[config.mk]
export PLATFORM = sky130hd
export DESIGN_NAME = i2c_master_bit_sequencer_flat
export DESIGN_NICKNAME = d
export VERILOG_FILES = /design/src/rtl/core/i2cm_pkg.sv /design/src/rtl/core/i2cm_if.sv /design/src/rtl/core/i2cm_cfg_regs.sv /design/src/rtl/core/i2cm_core.sv /design/src/rtl/core/i2cm_out_reg.sv /design/src/rtl/core/i2c_master_bit_sequencer.sv /design/src/flat_wrapper.sv
export SDC_FILE = /design/constraint.sdc
export NUM_CORES = 1
export LEC_CHECK = 0
export ABC_AREA = 1
export BUFFER_PORTS_ARGS = -buffer_cell sky130_fd_sc_hd__buf_2
export CAP_MARGIN = 20
export CORE_ASPECT_RATIO = 1.4
export CORE_UTILIZATION = 55
export DETAILED_ROUTE_END_ITERATION = 7
export GPL_ROUTABILITY_DRIVEN = 0
export PLACE_DENSITY = 0.77
export RECOVER_POWER = 100
export SYNTH_ARGS = -nofsm -noshare
export SYNTH_HDL_FRONTEND = slang
export SYNTH_SLANG_ARGS = --single-unit
export TNS_END_PERCENT = 50
[constraint.sdc]
create_clock -name clk_i -period 2.5 [get_ports clk_i]
set_input_delay 0.125 -clock clk_i [delete_from_list [all_inputs] [get_ports clk_i]]
set_output_delay 0.125 -clock clk_i [all_outputs]
set_load 0.02 [all_outputs]
[src/rtl/core/i2cm_pkg.sv]
// Shared types and codes for the I2C master bit sequencer.
package i2cm_pkg;

  // Command codes carried in the kind field
  localparam logic [2:0] KIND_TICK  = 3'd0;
  localparam logic [2:0] KIND_START = 3'd1;
  localparam logic [2:0] KIND_STOP  = 3'd2;
  localparam logic [2:0] KIND_SEND  = 3'd3;
  localparam logic [2:0] KIND_WACK  = 3'd4;
  localparam logic [2:0] KIND_READ  = 3'd5;

  // Configuration register indexes
  localparam logic [1:0] CFG_HALF_PERIOD = 2'd0;
  localparam logic [1:0] CFG_POLL_IVAL   = 2'd1;
  localparam logic [1:0] CFG_POLL_LIMIT  = 2'd2;

  // Register reset values
  localparam logic [15:0] HALF_PERIOD_RST = 16'd2;
  localparam logic [15:0] POLL_IVAL_RST   = 16'd1;
  localparam logic [7:0]  POLL_LIMIT_RST  = 8'd100;

  // Bit sequencer phases
  typedef enum logic [4:0] {
    PH_IDLE = 5'd0,
    PH_ST1  = 5'd1,
    PH_ST2  = 5'd2,
    PH_ST3  = 5'd3,
    PH_SP1  = 5'd4,
    PH_SP2  = 5'd5,
    PH_SP3  = 5'd6,
    PH_WA1  = 5'd7,
    PH_WA2  = 5'd8,
    PH_WAP  = 5'd9,
    PH_WAE  = 5'd10,
    PH_SBA  = 5'd11,
    PH_SBB  = 5'd12,
    PH_SBC  = 5'd13,
    PH_RBA  = 5'd14,
    PH_RBB  = 5'd15,
    PH_RK1  = 5'd16,
    PH_RK2  = 5'd17,
    PH_RK3  = 5'd18
  } phase_e;

  // Effective configuration, zero values already forced to one
  typedef struct packed {
    logic [15:0] half_ticks;
    logic [15:0] poll_ticks;
    logic [7:0]  poll_limit;
  } cfg_t;

  // One input word
  typedef struct packed {
    logic [2:0] kind;
    logic [7:0] data_byte;
    logic       send_ack;
    logic       sda_in;
  } cmd_t;

  // One result word
  typedef struct packed {
    logic       scl_level;
    logic       sda_level;
    logic       sda_drive;
    logic       busy_res;
    logic       done_res;
    logic [7:0] read_data;
    logic       no_ack;
  } res_t;

endpackage

[src/rtl/core/i2cm_if.sv]
// Valid/ready channel interfaces for the command and result words.
interface i2cm_in_if;
  logic       valid;
  logic       ready;
  logic [2:0] kind;
  logic [7:0] data_byte;
  logic       send_ack;
  logic       sda_in;

  modport source (output valid, kind, data_byte, send_ack, sda_in, input ready);
  modport sink   (input valid, kind, data_byte, send_ack, sda_in, output ready);
endinterface

interface i2cm_out_if;
  logic       valid;
  logic       ready;
  logic       scl_level;
  logic       sda_level;
  logic       sda_drive;
  logic       busy_res;
  logic       done_res;
  logic [7:0] read_data;
  logic       no_ack;

  modport source (output valid, scl_level, sda_level, sda_drive, busy_res, done_res,
                  read_data, no_ack, input ready);
  modport sink   (input valid, scl_level, sda_level, sda_drive, busy_res, done_res,
                  read_data, no_ack, output ready);
endinterface

[src/rtl/core/i2cm_cfg_regs.sv]
// Configuration registers with zero-to-one clamping of the timing values.
module i2cm_cfg_regs
  import i2cm_pkg::*;
(
  input  logic        clk_i,
  input  logic        rst_ni,
  input  logic        cfg_we_i,
  input  logic [1:0]  cfg_idx_i,
  input  logic [15:0] cfg_wdata_i,
  output cfg_t        cfg_o
);

  logic [15:0] half_q;
  logic [15:0] poll_q;
  logic [7:0]  limit_q;

  // Write the addressed register, drop writes beyond the list
  always_ff @(posedge clk_i or negedge rst_ni) begin
    if (!rst_ni) begin
      half_q  <= HALF_PERIOD_RST;
      poll_q  <= POLL_IVAL_RST;
      limit_q <= POLL_LIMIT_RST;
    end else if (cfg_we_i) begin
      unique case (cfg_idx_i)
        CFG_HALF_PERIOD: half_q  <= cfg_wdata_i;
        CFG_POLL_IVAL:   poll_q  <= cfg_wdata_i;
        CFG_POLL_LIMIT:  limit_q <= cfg_wdata_i[7:0];
        default: ;
      endcase
    end
  end

  // Treat a zero setting as one
  always_comb begin
    cfg_o.half_ticks = (half_q == 16'd0) ? 16'd1 : half_q;
    cfg_o.poll_ticks = (poll_q == 16'd0) ? 16'd1 : poll_q;
    cfg_o.poll_limit = (limit_q == 8'd0) ? 8'd1 : limit_q;
  end

endmodule

[src/rtl/core/i2cm_core.sv]
// Bus sequencer state and its one-tick update, producing one result per word.
module i2cm_core
  import i2cm_pkg::*;
(
  input  logic clk_i,
  input  logic rst_ni,
  input  cfg_t cfg_i,
  input  logic step_i,
  input  cmd_t cmd_i,
  output res_t res_o
);

  phase_e      phase_q, phase_d;
  logic [15:0] timer_q, timer_d;
  logic [3:0]  bits_q, bits_d;
  logic [7:0]  shift_q, shift_d;
  logic [7:0]  polls_q, polls_d;
  logic        ack_q, ack_d;
  logic        scl_q, scl_d;
  logic        sda_q, sda_d;
  logic        drive_q, drive_d;
  logic        nack_q, nack_d;
  logic [7:0]  rx_q, rx_d;
  logic        done;
  logic [3:0]  bits_inc;
  logic [7:0]  polls_inc;

  assign bits_inc  = bits_q + 4'd1;
  assign polls_inc = polls_q + 8'd1;

  // Hold the sequencer state, advance one tick per accepted word
  always_ff @(posedge clk_i or negedge rst_ni) begin
    if (!rst_ni) begin
      phase_q <= PH_IDLE;
      timer_q <= 16'd0;
      bits_q  <= 4'd0;
      shift_q <= 8'd0;
      polls_q <= 8'd0;
      ack_q   <= 1'b0;
      scl_q   <= 1'b1;
      sda_q   <= 1'b1;
      drive_q <= 1'b0;
      nack_q  <= 1'b0;
      rx_q    <= 8'd0;
    end else if (step_i) begin
      phase_q <= phase_d;
      timer_q <= timer_d;
      bits_q  <= bits_d;
      shift_q <= shift_d;
      polls_q <= polls_d;
      ack_q   <= ack_d;
      scl_q   <= scl_d;
      sda_q   <= sda_d;
      drive_q <= drive_d;
      nack_q  <= nack_d;
      rx_q    <= rx_d;
    end
  end

  // Next state: take a command when idle, else count down or run the next action
  always_comb begin
    phase_d = phase_q;
    timer_d = timer_q;
    bits_d  = bits_q;
    shift_d = shift_q;
    polls_d = polls_q;
    ack_d   = ack_q;
    scl_d   = scl_q;
    sda_d   = sda_q;
    drive_d = drive_q;
    nack_d  = nack_q;
    rx_d    = rx_q;
    done    = 1'b0;

    if (phase_q == PH_IDLE) begin
      unique case (cmd_i.kind)
        KIND_START: begin
          drive_d = 1'b1;
          sda_d   = 1'b1;
          scl_d   = 1'b1;
          phase_d = PH_ST1;
          timer_d = cfg_i.half_ticks;
        end
        KIND_STOP: begin
          drive_d = 1'b1;
          sda_d   = 1'b0;
          phase_d = PH_SP1;
          timer_d = cfg_i.half_ticks;
        end
        KIND_SEND: begin
          drive_d = 1'b1;
          shift_d = cmd_i.data_byte;
          bits_d  = 4'd0;
          sda_d   = cmd_i.data_byte[7];
          phase_d = PH_SBA;
          timer_d = cfg_i.half_ticks;
        end
        KIND_WACK: begin
          drive_d = 1'b0;
          sda_d   = 1'b1;
          polls_d = 8'd0;
          phase_d = PH_WA1;
          timer_d = cfg_i.half_ticks;
        end
        KIND_READ: begin
          drive_d = 1'b0;
          sda_d   = 1'b1;
          shift_d = 8'd0;
          bits_d  = 4'd0;
          ack_d   = cmd_i.send_ack;
          scl_d   = 1'b1;
          phase_d = PH_RBA;
          timer_d = cfg_i.half_ticks;
        end
        default: ;
      endcase
    end else if (timer_q <= 16'd1) begin
      timer_d = cfg_i.half_ticks;
      unique case (phase_q)
        PH_ST1: begin sda_d = 1'b0; phase_d = PH_ST2; end
        PH_ST2: begin scl_d = 1'b0; phase_d = PH_ST3; end
        PH_SP1: begin scl_d = 1'b1; phase_d = PH_SP2; end
        PH_SP2: begin sda_d = 1'b1; phase_d = PH_SP3; end
        PH_WA1: begin scl_d = 1'b1; phase_d = PH_WA2; end
        PH_WA2, PH_WAP: begin
          if (!cmd_i.sda_in) begin
            nack_d  = 1'b0;
            scl_d   = 1'b0;
            phase_d = PH_WAE;
          end else begin
            polls_d = polls_inc;
            if (polls_inc >= cfg_i.poll_limit) begin
              nack_d  = 1'b1;
              scl_d   = 1'b0;
              phase_d = PH_WAE;
            end else begin
              phase_d = PH_WAP;
              timer_d = cfg_i.poll_ticks;
            end
          end
        end
        PH_SBA: begin scl_d = 1'b1; phase_d = PH_SBB; end
        PH_SBB: begin
          scl_d = 1'b0;
          if (bits_q == 4'd7) sda_d = 1'b1;
          shift_d = {shift_q[6:0], 1'b0};
          phase_d = PH_SBC;
        end
        PH_SBC: begin
          bits_d = bits_inc;
          if (bits_inc >= 4'd8) begin
            phase_d = PH_IDLE;
            timer_d = 16'd0;
            done    = 1'b1;
          end else begin
            sda_d   = shift_q[7];
            phase_d = PH_SBA;
          end
        end
        PH_RBA: begin
          shift_d = {shift_q[6:0], cmd_i.sda_in};
          scl_d   = 1'b0;
          phase_d = PH_RBB;
        end
        PH_RBB: begin
          bits_d = bits_inc;
          if (bits_inc >= 4'd8) begin
            rx_d    = shift_q;
            drive_d = 1'b1;
            sda_d   = !ack_q;
            phase_d = PH_RK1;
          end else begin
            scl_d   = 1'b1;
            phase_d = PH_RBA;
          end
        end
        PH_RK1: begin scl_d = 1'b1; phase_d = PH_RK2; end
        PH_RK2: begin scl_d = 1'b0; phase_d = PH_RK3; end
        PH_RK3: begin
          if (ack_q) sda_d = 1'b1;
          phase_d = PH_IDLE;
          timer_d = 16'd0;
          done    = 1'b1;
        end
        default: begin
          // end of stop, start and ack-wait sequences
          phase_d = PH_IDLE;
          timer_d = 16'd0;
          done    = 1'b1;
        end
      endcase
    end else begin
      timer_d = timer_q - 16'd1;
    end
  end

  // Report the levels after this tick's update
  always_comb begin
    res_o.scl_level = scl_d;
    res_o.sda_level = sda_d;
    res_o.sda_drive = drive_d;
    res_o.busy_res  = (phase_d != PH_IDLE);
    res_o.done_res  = done;
    res_o.read_data = rx_d;
    res_o.no_ack    = nack_d;
  end

endmodule

[src/rtl/core/i2cm_out_reg.sv]
// Result register that parts the command side from a stalling receiver.
module i2cm_out_reg
  import i2cm_pkg::*;
(
  input  logic clk_i,
  input  logic rst_ni,
  input  logic load_i,
  input  res_t res_i,
  input  logic take_i,
  output logic valid_o,
  output res_t res_o
);

  logic valid_q;
  res_t res_q;

  // Track whether a result word is waiting
  always_ff @(posedge clk_i or negedge rst_ni) begin
    if (!rst_ni) begin
      valid_q <= 1'b0;
    end else if (load_i) begin
      valid_q <= 1'b1;
    end else if (take_i) begin
      valid_q <= 1'b0;
    end
  end

  // Capture the payload on load
  always_ff @(posedge clk_i) begin
    if (load_i) begin
      res_q <= res_i;
    end
  end

  assign valid_o = valid_q;
  assign res_o   = res_q;

endmodule

[src/rtl/core/i2c_master_bit_sequencer.sv]
// Top level of the I2C master bit sequencer.
// Each command word is one timing tick: it carries the sampled SDA level and,
// when the sequencer is idle, a command (start, stop, send byte, wait ack,
// read byte). Commands that arrive while busy are ignored.
// Every accepted word yields exactly one result word with the SCL level, SDA
// level and drive enable after that tick, plus busy, done, read byte and
// no-ack status. The result is registered and appears in the cycle after the word is accepted.
// Throughput is one word per cycle: the sequencer state updates in a single
// pass of logic per tick, and a single result register sits at the output.
// When the receiver stalls with a result waiting, ready drops and the state
// holds until the result is taken; the taking cycle accepts a new word.
// Reset puts the bus lines high with SDA released, the sequencer idle and
// the timing registers at half period 2, poll interval 1 and poll limit 100.
// Configuration writes through cfg_we_i/cfg_idx_i/cfg_wdata_i take effect on
// the next tick and are meant to be done while the sequencer is idle.
module i2c_master_bit_sequencer
  import i2cm_pkg::*;
(
  input  logic        clk_i,
  input  logic        rst_ni,
  input  logic        cfg_we_i,
  input  logic [1:0]  cfg_idx_i,
  input  logic [15:0] cfg_wdata_i,
  i2cm_in_if.sink     in_ch,
  i2cm_out_if.source  out_ch
);

  cfg_t cfg;
  cmd_t cmd;
  res_t res_next;
  res_t res_out;
  logic out_valid;
  logic in_ready;
  logic in_accept;

  // Accept a word whenever the result slot is free or being emptied
  assign in_ready  = !out_valid || out_ch.ready;
  assign in_accept = in_ch.valid && in_ready;
  assign in_ch.ready = in_ready;

  assign cmd.kind      = in_ch.kind;
  assign cmd.data_byte = in_ch.data_byte;
  assign cmd.send_ack  = in_ch.send_ack;
  assign cmd.sda_in    = in_ch.sda_in;

  i2cm_cfg_regs u_cfg (
    .clk_i       (clk_i),
    .rst_ni      (rst_ni),
    .cfg_we_i    (cfg_we_i),
    .cfg_idx_i   (cfg_idx_i),
    .cfg_wdata_i (cfg_wdata_i),
    .cfg_o       (cfg)
  );

  i2cm_core u_core (
    .clk_i  (clk_i),
    .rst_ni (rst_ni),
    .cfg_i  (cfg),
    .step_i (in_accept),
    .cmd_i  (cmd),
    .res_o  (res_next)
  );

  i2cm_out_reg u_out (
    .clk_i   (clk_i),
    .rst_ni  (rst_ni),
    .load_i  (in_accept),
    .res_i   (res_next),
    .take_i  (out_ch.ready),
    .valid_o (out_valid),
    .res_o   (res_out)
  );

  // Drive the result channel
  assign out_ch.valid     = out_valid;
  assign out_ch.scl_level = res_out.scl_level;
  assign out_ch.sda_level = res_out.sda_level;
  assign out_ch.sda_drive = res_out.sda_drive;
  assign out_ch.busy_res  = res_out.busy_res;
  assign out_ch.done_res  = res_out.done_res;
  assign out_ch.read_data = res_out.read_data;
  assign out_ch.no_ack    = res_out.no_ack;

  // An accepted word always leaves a result behind
  a_accept_gives_result: assert property (@(posedge clk_i) disable iff (!rst_ni)
    in_accept |=> out_valid)
    else $error("accepted word produced no result");

  // Input stalls only while a result waits on a stalled receiver
  a_stall_only_when_blocked: assert property (@(posedge clk_i) disable iff (!rst_ni)
    !in_ready |-> (out_valid && !out_ch.ready))
    else $error("input stalled without a blocked result");

  // A completing tick reports the sequencer idle
  a_done_not_busy: assert property (@(posedge clk_i) disable iff (!rst_ni)
    (in_accept && res_next.done_res) |=> !out_ch.busy_res)
    else $error("done pulse while still busy");

endmodule
[src/flat_wrapper.sv]
// flat-port wrapper written by rule: the top's interface ports become plain ports
module i2c_master_bit_sequencer_flat import i2cm_pkg::*;
  (clk_i, rst_ni, cfg_we_i, cfg_idx_i, cfg_wdata_i, in_ch_valid, in_ch_kind, in_ch_data_byte, in_ch_send_ack, in_ch_sda_in, in_ch_ready, out_ch_valid, out_ch_scl_level, out_ch_sda_level, out_ch_sda_drive, out_ch_busy_res, out_ch_done_res, out_ch_read_data, out_ch_no_ack, out_ch_ready);
  i2cm_in_if in_ch_i ();
  i2cm_out_if out_ch_i ();
  input  logic clk_i;
  input  logic rst_ni;
  input  logic cfg_we_i;
  input  logic [1:0] cfg_idx_i;
  input  logic [15:0] cfg_wdata_i;
  input wire logic [$bits(in_ch_i.valid)-1:0] in_ch_valid;
  input wire logic [$bits(in_ch_i.kind)-1:0] in_ch_kind;
  input wire logic [$bits(in_ch_i.data_byte)-1:0] in_ch_data_byte;
  input wire logic [$bits(in_ch_i.send_ack)-1:0] in_ch_send_ack;
  input wire logic [$bits(in_ch_i.sda_in)-1:0] in_ch_sda_in;
  output wire logic [$bits(in_ch_i.ready)-1:0] in_ch_ready;
  output wire logic [$bits(out_ch_i.valid)-1:0] out_ch_valid;
  output wire logic [$bits(out_ch_i.scl_level)-1:0] out_ch_scl_level;
  output wire logic [$bits(out_ch_i.sda_level)-1:0] out_ch_sda_level;
  output wire logic [$bits(out_ch_i.sda_drive)-1:0] out_ch_sda_drive;
  output wire logic [$bits(out_ch_i.busy_res)-1:0] out_ch_busy_res;
  output wire logic [$bits(out_ch_i.done_res)-1:0] out_ch_done_res;
  output wire logic [$bits(out_ch_i.read_data)-1:0] out_ch_read_data;
  output wire logic [$bits(out_ch_i.no_ack)-1:0] out_ch_no_ack;
  input wire logic [$bits(out_ch_i.ready)-1:0] out_ch_ready;
  assign in_ch_i.valid = in_ch_valid;
  assign in_ch_i.kind = in_ch_kind;
  assign in_ch_i.data_byte = in_ch_data_byte;
  assign in_ch_i.send_ack = in_ch_send_ack;
  assign in_ch_i.sda_in = in_ch_sda_in;
  assign in_ch_ready = in_ch_i.ready;
  assign out_ch_valid = out_ch_i.valid;
  assign out_ch_scl_level = out_ch_i.scl_level;
  assign out_ch_sda_level = out_ch_i.sda_level;
  assign out_ch_sda_drive = out_ch_i.sda_drive;
  assign out_ch_busy_res = out_ch_i.busy_res;
  assign out_ch_done_res = out_ch_i.done_res;
  assign out_ch_read_data = out_ch_i.read_data;
  assign out_ch_no_ack = out_ch_i.no_ack;
  assign out_ch_i.ready = out_ch_ready;
  i2c_master_bit_sequencer u_core (.clk_i(clk_i), .rst_ni(rst_ni), .cfg_we_i(cfg_we_i), .cfg_idx_i(cfg_idx_i), .cfg_wdata_i(cfg_wdata_i), .in_ch(in_ch_i), .out_ch(out_ch_i));
endmodule
# Word-level counts from Yosys, hierarchy flattened
# Cells that the tools add are included.
# totals
in_bits,36
ff_bits,109
elab_cells,157
# op_classes
reduce_logical,37
bitwise_logic,1
muxes,64
order_cmp,3
addsub,3
eq_ne,27
# op_table
operator,count
two-way mux 16 bit,8
two-way mux 8 bit,12
one-hot mux 5 bit (13 select lines),1
one-hot mux 16 bit (3 select lines),1
equality test 5 x 4 -> 1 bit (second input constant),7
zero test 16 bit,2
one-hot mux 8 bit (2 select lines),2
one-hot mux 5 bit (5 select lines),1
two-way mux 1 bit,24
two-way mux 4 bit,5
<= comparator 16 x 1 -> 1 bit (second input constant),1
subtractor 16 x 1 -> 16 bit (second input constant),1
equality test 5 x 3 -> 1 bit (second input constant),3
equality test 5 bit (second input constant),3
two-way mux 5 bit,3
OR reduction 13 bit,1
OR reduction 2 bit,6
OR reduction 11 bit,1
nonzero test 2 bit,5
adder 8 x 1 -> 8 bit (second input constant),1
>= comparator 8 bit,1
zero test 8 bit,1
AND reduction 2 bit,4
AND reduction 4 bit,2
other kinds (31),39

# Longest topological paths before layout
# logic_depth
word_depth,9
depth_mapped,19
depth_no_buf,19

# Cells and area by module
# Synthesis repeated with hierarchy kept, for this count alone.
# hier_totals
cells_unflattened,921
hier_area_um2,6687.7
# by_module_without_submodules
module,instances,seq_area_each_um2,cells_per_inst,area_per_inst_um2
i2cm_core,1,1353.8,673,4336.7
i2cm_cfg_regs,1,1007.2,225,1870.5
i2cm_out_reg,1,445.4,19,460.4
i2c_master_bit_sequencer,1,0.0,4,20.0

# Worst setup path before layout
# OpenSTA, ideal clock, no wires.
# synth_path
kind,reg2reg
startpoint,register u_core.u_core.polls_q[0]
endpoint,register u_core.u_core.timer_q[15]
period_less_slack_ns,2.446
path_slack_ns,0.054
path_stages_with_launch,18
required_ns,2.423
arrival_ns,2.368
path_buffers,1
cell_sequence,dfrtp_1 -> nand3_1 -> nand3b_1 -> nand3b_1 -> xor2_1 -> inv_1 -> ha_1 -> nand2_1 -> inv_1 -> nor2_1 -> o21a_1 -> nand2_1 -> nor2_2 -> buf_4 -> nand3_1 -> nand2_1 -> nand2_1 -> a21oi_1
# synth_between
elab_chain_len,7
# synth_rtl
item,line_no,text
from (decl),i2cm_core.sv:17,"logic [7:0] polls_q, polls_d;"
from (signal assigned),i2cm_core.sv:50,polls_q <= polls_d;
adder 8 x 1 -> 8 bit,i2cm_core.sv:29,assign polls_inc = polls_q + 8'd1;
>= comparator 8 bit,i2cm_core.sv:132,if (polls_inc >= cfg_i.poll_limit) begin
two-way mux 16 bit,i2cm_core.sv:132,
two-way mux 16 bit,i2cm_core.sv:126,if (!cmd_i.sda_in) begin
one-hot mux 16 bit (3 select lines),i2cm_core.sv:119,unique case (phase_q)
two-way mux 16 bit,i2cm_core.sv:117,end else if (timer_q <= 16'd1) begin
two-way mux 16 bit,i2cm_core.sv:75,if (phase_q == PH_IDLE) begin
to (signal assigned),i2cm_core.sv:47,timer_q <= timer_d;
to (decl),i2cm_core.sv:14,"logic [15:0] timer_q, timer_d;"
# No other way between the ends.
# A chain may end at the register's enable or synchronous reset.

==> flow_summary.json <==
{
  "status": "finished with violations",
  "violations": "setup timing",
  "first_global_vias": 5523,
  "die_x_um": 93.5,
  "dp_hpwl_mm": 11.4,
  "drive_gt1_share_pct": 13.8,
  "power.net_switching_mw": 3.04,
  "setup_viol": 4,
  "avgSynthCellArea_um2": 7.43,
  "cp-start-kind": "flop",
  "cts_max_level": 3,
  "power.density_mw_per_mm2": 970,
  "synth_seq_area_share_pct": 43.5,
  "synth_area_mm2": 0.00644,
  "synthDistinctLibCells": 46,
  "io_buffers": 51,
  "critPathArrivalTime_ns": 2.65,
  "met1_usage_pct": 31.8,
  "dr.first_iter.drc_count": 382,
  "dp_cells": 1058,
  "insertion_delay_ns": 0.35,
  "grt_overflow": 0,
  "p_int_mw": 4.03,
  "postCtsSetupBuffers": 0,
  "post-route-period-util_pct": 101,
  "pwr-share-comb_pct": 41.4,
  "slew_violations": 0,
  "critPathMaxFanout": 3,
  "crit_required_ns": 2.61,
  "grt_use_met3_pct": 3.67,
  "max_slew_margin_pct": 22.9,
  "sw_frac_of_total_pct": 43.0,
  "ys.flop_type": "dfrtp_1",
  "fin_nets": 976,
  "grt_usage_pct": 26.9,
  "synth_enable_flop_cells": 14,
  "synth_largest_area_cell": "dfrtp_1",
  "seqPwrFrac_pct": 37.6,
  "io_pins": 52,
  "clk_pin_slew_worst_paths_ns": 0.07,
  "async_reset_ff_share_pct": 87.2,
  "first_pass_iters": 5,
  "vias_per_cell": 5.47,
  "seq_area_mm2": 0.00281,
  "netlist_top_cells_count": "250 x nand2_1, 112 x inv_1, 95 x o21ai_0, 88 x dfrtp_1, 73 x nor2_1",
  "pwr-share-clk_pct": 21.0,
  "ys_seq_elements": 109,
  "die_h_um": 130,
  "grt_antenna_before_repair": 0,
  "synth_area_leaders": "dfrtp_1 34%, nand2_1 15%, o21ai_0 7.4%, edfxtp_1 6.5%, inv_1 6.5%",
  "clockBufferDepth": 2,
  "core_region_area_mm2": 0.0114,
  "max-vdd-ir-drop_mv": 0.400,
  "areaGrowthSynthToFinish_pct": 13.1,
  "clkSinkCount": 109,
  "wl_per_cell_um": 14.4,
  "ant_nets": 0,
  "skew_ns": 0.00747,
  "vias": 5883,
  "drv_cap": 0,
  "yosysMostFrequentCell": "nand2_1",
  "hold_viol_final": 0,
  "multi_input_area_mm2": 0.00314,
  "std_cell_rows": 46,
  "netlist.area_leader.share_pct": 34.2,
  "postRouteWirelength_mm": 15.5,
  "clock.fmax_mhz": 395,
  "final_cells": 1076,
  "worst_slack_ns": -0.0333,
  "synth_nets": 916,
  "yosysWarnings": 0,
  "dieArea_mm2": 0.0122,
  "remaining_drc_errors": 0,
  "critPathCaptureType": "flop",
  "hp-class": "in -> reg",
  "antennaDiodeCount": 0,
  "rsz0062_at_grt": "true",
  "grt_max_degree": 48,
  "cts-root-buf": "clkbuf_16",
  "grt-busiest-layer": "met2",
  "nFillCells": 1032,
  "cts_buffers": 9,
  "syn-instance-count": 867,
  "pre_cts_slack_ns": -0.0542,
  "grt_pass1_wl_mm": 25.5,
  "start_util_pct": 56.6,
  "cts_tree": "built",
  "fin_crit_ns": 2.53,
  "use_met2_pct": 48.2,
  "worst_slew_pin_slew_ns": 1.16,
  "path_class": "reg -> reg",
  "leakagePower_nw": 3.71
}
-- worst max-delay path: stages (launching register included) --
cell	delay [ns]
dfrtp_1	0.41
ha_1	0.23
nand3_1	0.11
nand3b_1	0.16
xor2_2	0.17
inv_1	0.06
ha_1	0.20
nand2_2	0.06
inv_2	0.04
nor2_2	0.08
o21a_1	0.17
nand3_2	0.12
nand2_4	0.11
nand3_2	0.08
nand2_2	0.10
nand2_2	0.06
nor2_1	0.10
nand2_1	0.06
-- flip-flops by register name, summed over array words and instances (netlist names) --
register               count
u_core.u_core.timer_q     16
u_core.u_core.shift_q      8
u_core.u_core.sda_q        1
u_core.u_core.polls_q      8
u_core.u_cfg.half_q       16
u_core.u_core.scl_q        1
u_core.u_core.bits_q       4
u_core.u_core.drive_q      1
u_core.u_core.phase_q      5
u_core.u_out.valid_o       1
u_core.u_core.rx_q         8
u_core.u_out.res_o        14
u_core.u_core.ack_q        1
u_core.u_cfg.limit_q       8
u_core.u_core.nack_q       1
u_core.u_cfg.poll_q       16
-- stage by stage --
step | total power, mW | area [µm²] | setup TNS (ns) | hold WS (ns) | utilization (%)
CTS | 7.04 | 7300 | 0 | 0.0286 | 64.0
detailed placement | 5.51 | 6930 | -0.341 | 0.164 | 60.8
finish | 7.07 | 7290 | -0.0652 | 0.0289 | 64.0
global route | 7.59 | 7290 | -5.50 | 0.0348 | 64.0
floorplan | 4.74 | 6440 | 0 | -0.171 | -
global placement | 5.46 | 6930 | 0 | 0.163 | 60.8
-- what timing repair did --
| action | 4_1_cts | 5_1_grt |
|---|---|---|
| pin swaps | 6 | 10 |
| endpoints found under the hold margin | 43 | 0 |
| resized for setup | 8 | 23 |
| hold buffers | 2 | 0 |
| endpoints found under the setup margin | 14 | 23 |
-- cell type report --
class / instances / area share (%)
Multi-Input combinational cell: 614 / 43.1
Sequential cell: 109 / 38.5
Inverter: 119 / 6.16
Timing Repair Buffer: 74 / 5.56
Clock buffer: 9 / 3.09
Tap cell: 144 / 2.47
Clock inverter: 7 / 1.17
-- power groups by stage --
stage | Sequential [mW] | Clock (mW) | Combinational (mW)
5_1_grt | 2.71 | 1.58 | 3.30
2_1_floorplan | 2.60 | 0 | 2.13
4_1_cts | 2.64 | 1.51 | 2.89
6_report | 2.66 | 1.48 | 2.93
3_5_place_dp | 2.67 | 0 | 2.83
3_3_place_gp | 2.67 | 0 | 2.79
-- logic make-up after synthesis --
| kind of cell | Yosys count | share of synthesized area [%] |
|---|---|---|
| AOI/OAI and AO/OA | 168 | 14.8 |
| xor gates and xnor gates | 18 | 2.45 |
| and+or+nand+nor | 415 | 27.7 |
| buffers and inverters | 144 | 8.95 |
| DFF | 109 | 43.5 |
| adders and majority gates | 13 | 2.52 |
-- layer usage --
| metal | vias to the layer above | share of wire, % |
|---|---|---|
| li1 | 2920 | - |
| met1 | 2729 | 41 |
| met2 | 183 | 51 |
| met3 | 51 | 4.7 |
| met4 | 0 | 3.4 |
| met5 | - | 0 |
-- cells in the final DEF, fill, tap and decap left out, types with 11 or more instances in the layout --
| cell | count |
|---|---|
| edfxtp_1 | 14 |
| clkbuf_1 | 23 |
| o21ai_2 | 13 |
| buf_2 | 32 |
| dfrtp_1 | 88 |
| buf_4 | 13 |
| nand3_1 | 38 |
| a21oi_1 | 35 |
| inv_1 | 111 |
| nor2_1 | 73 |
| xor2_1 | 11 |
| ha_1 | 12 |
| nand2_1 | 244 |
| o21ai_0 | 90 |
-- final timing paths --
| kind | startpoint | endpoint | slack [ns] | cells after the start |
|---|---|---|---|---|
| hold reg to reg | u_core.u_core.scl_q | u_core.u_core.scl_q | 0.48 | 2 |
| hold / removal | cfg_wdata_i[9] | u_core.u_cfg.poll_q[9] | 0.03 | 3 |
| setup reg to reg | u_core.u_core.polls_q[0] | u_core.u_out.res_o[10] | -0.03 | 17 |
| max in group asynchronous | rst_ni | u_core.u_cfg.half_q[9] | 0.55 | 3 |
| min in group asynchronous | rst_ni | u_core.u_core.bits_q[0] | 0.52 | 2 |
| setup / recovery | u_core.u_core.polls_q[0] | u_core.u_out.res_o[10] | -0.03 | 17 |
(Power assumes the default switching activity.)
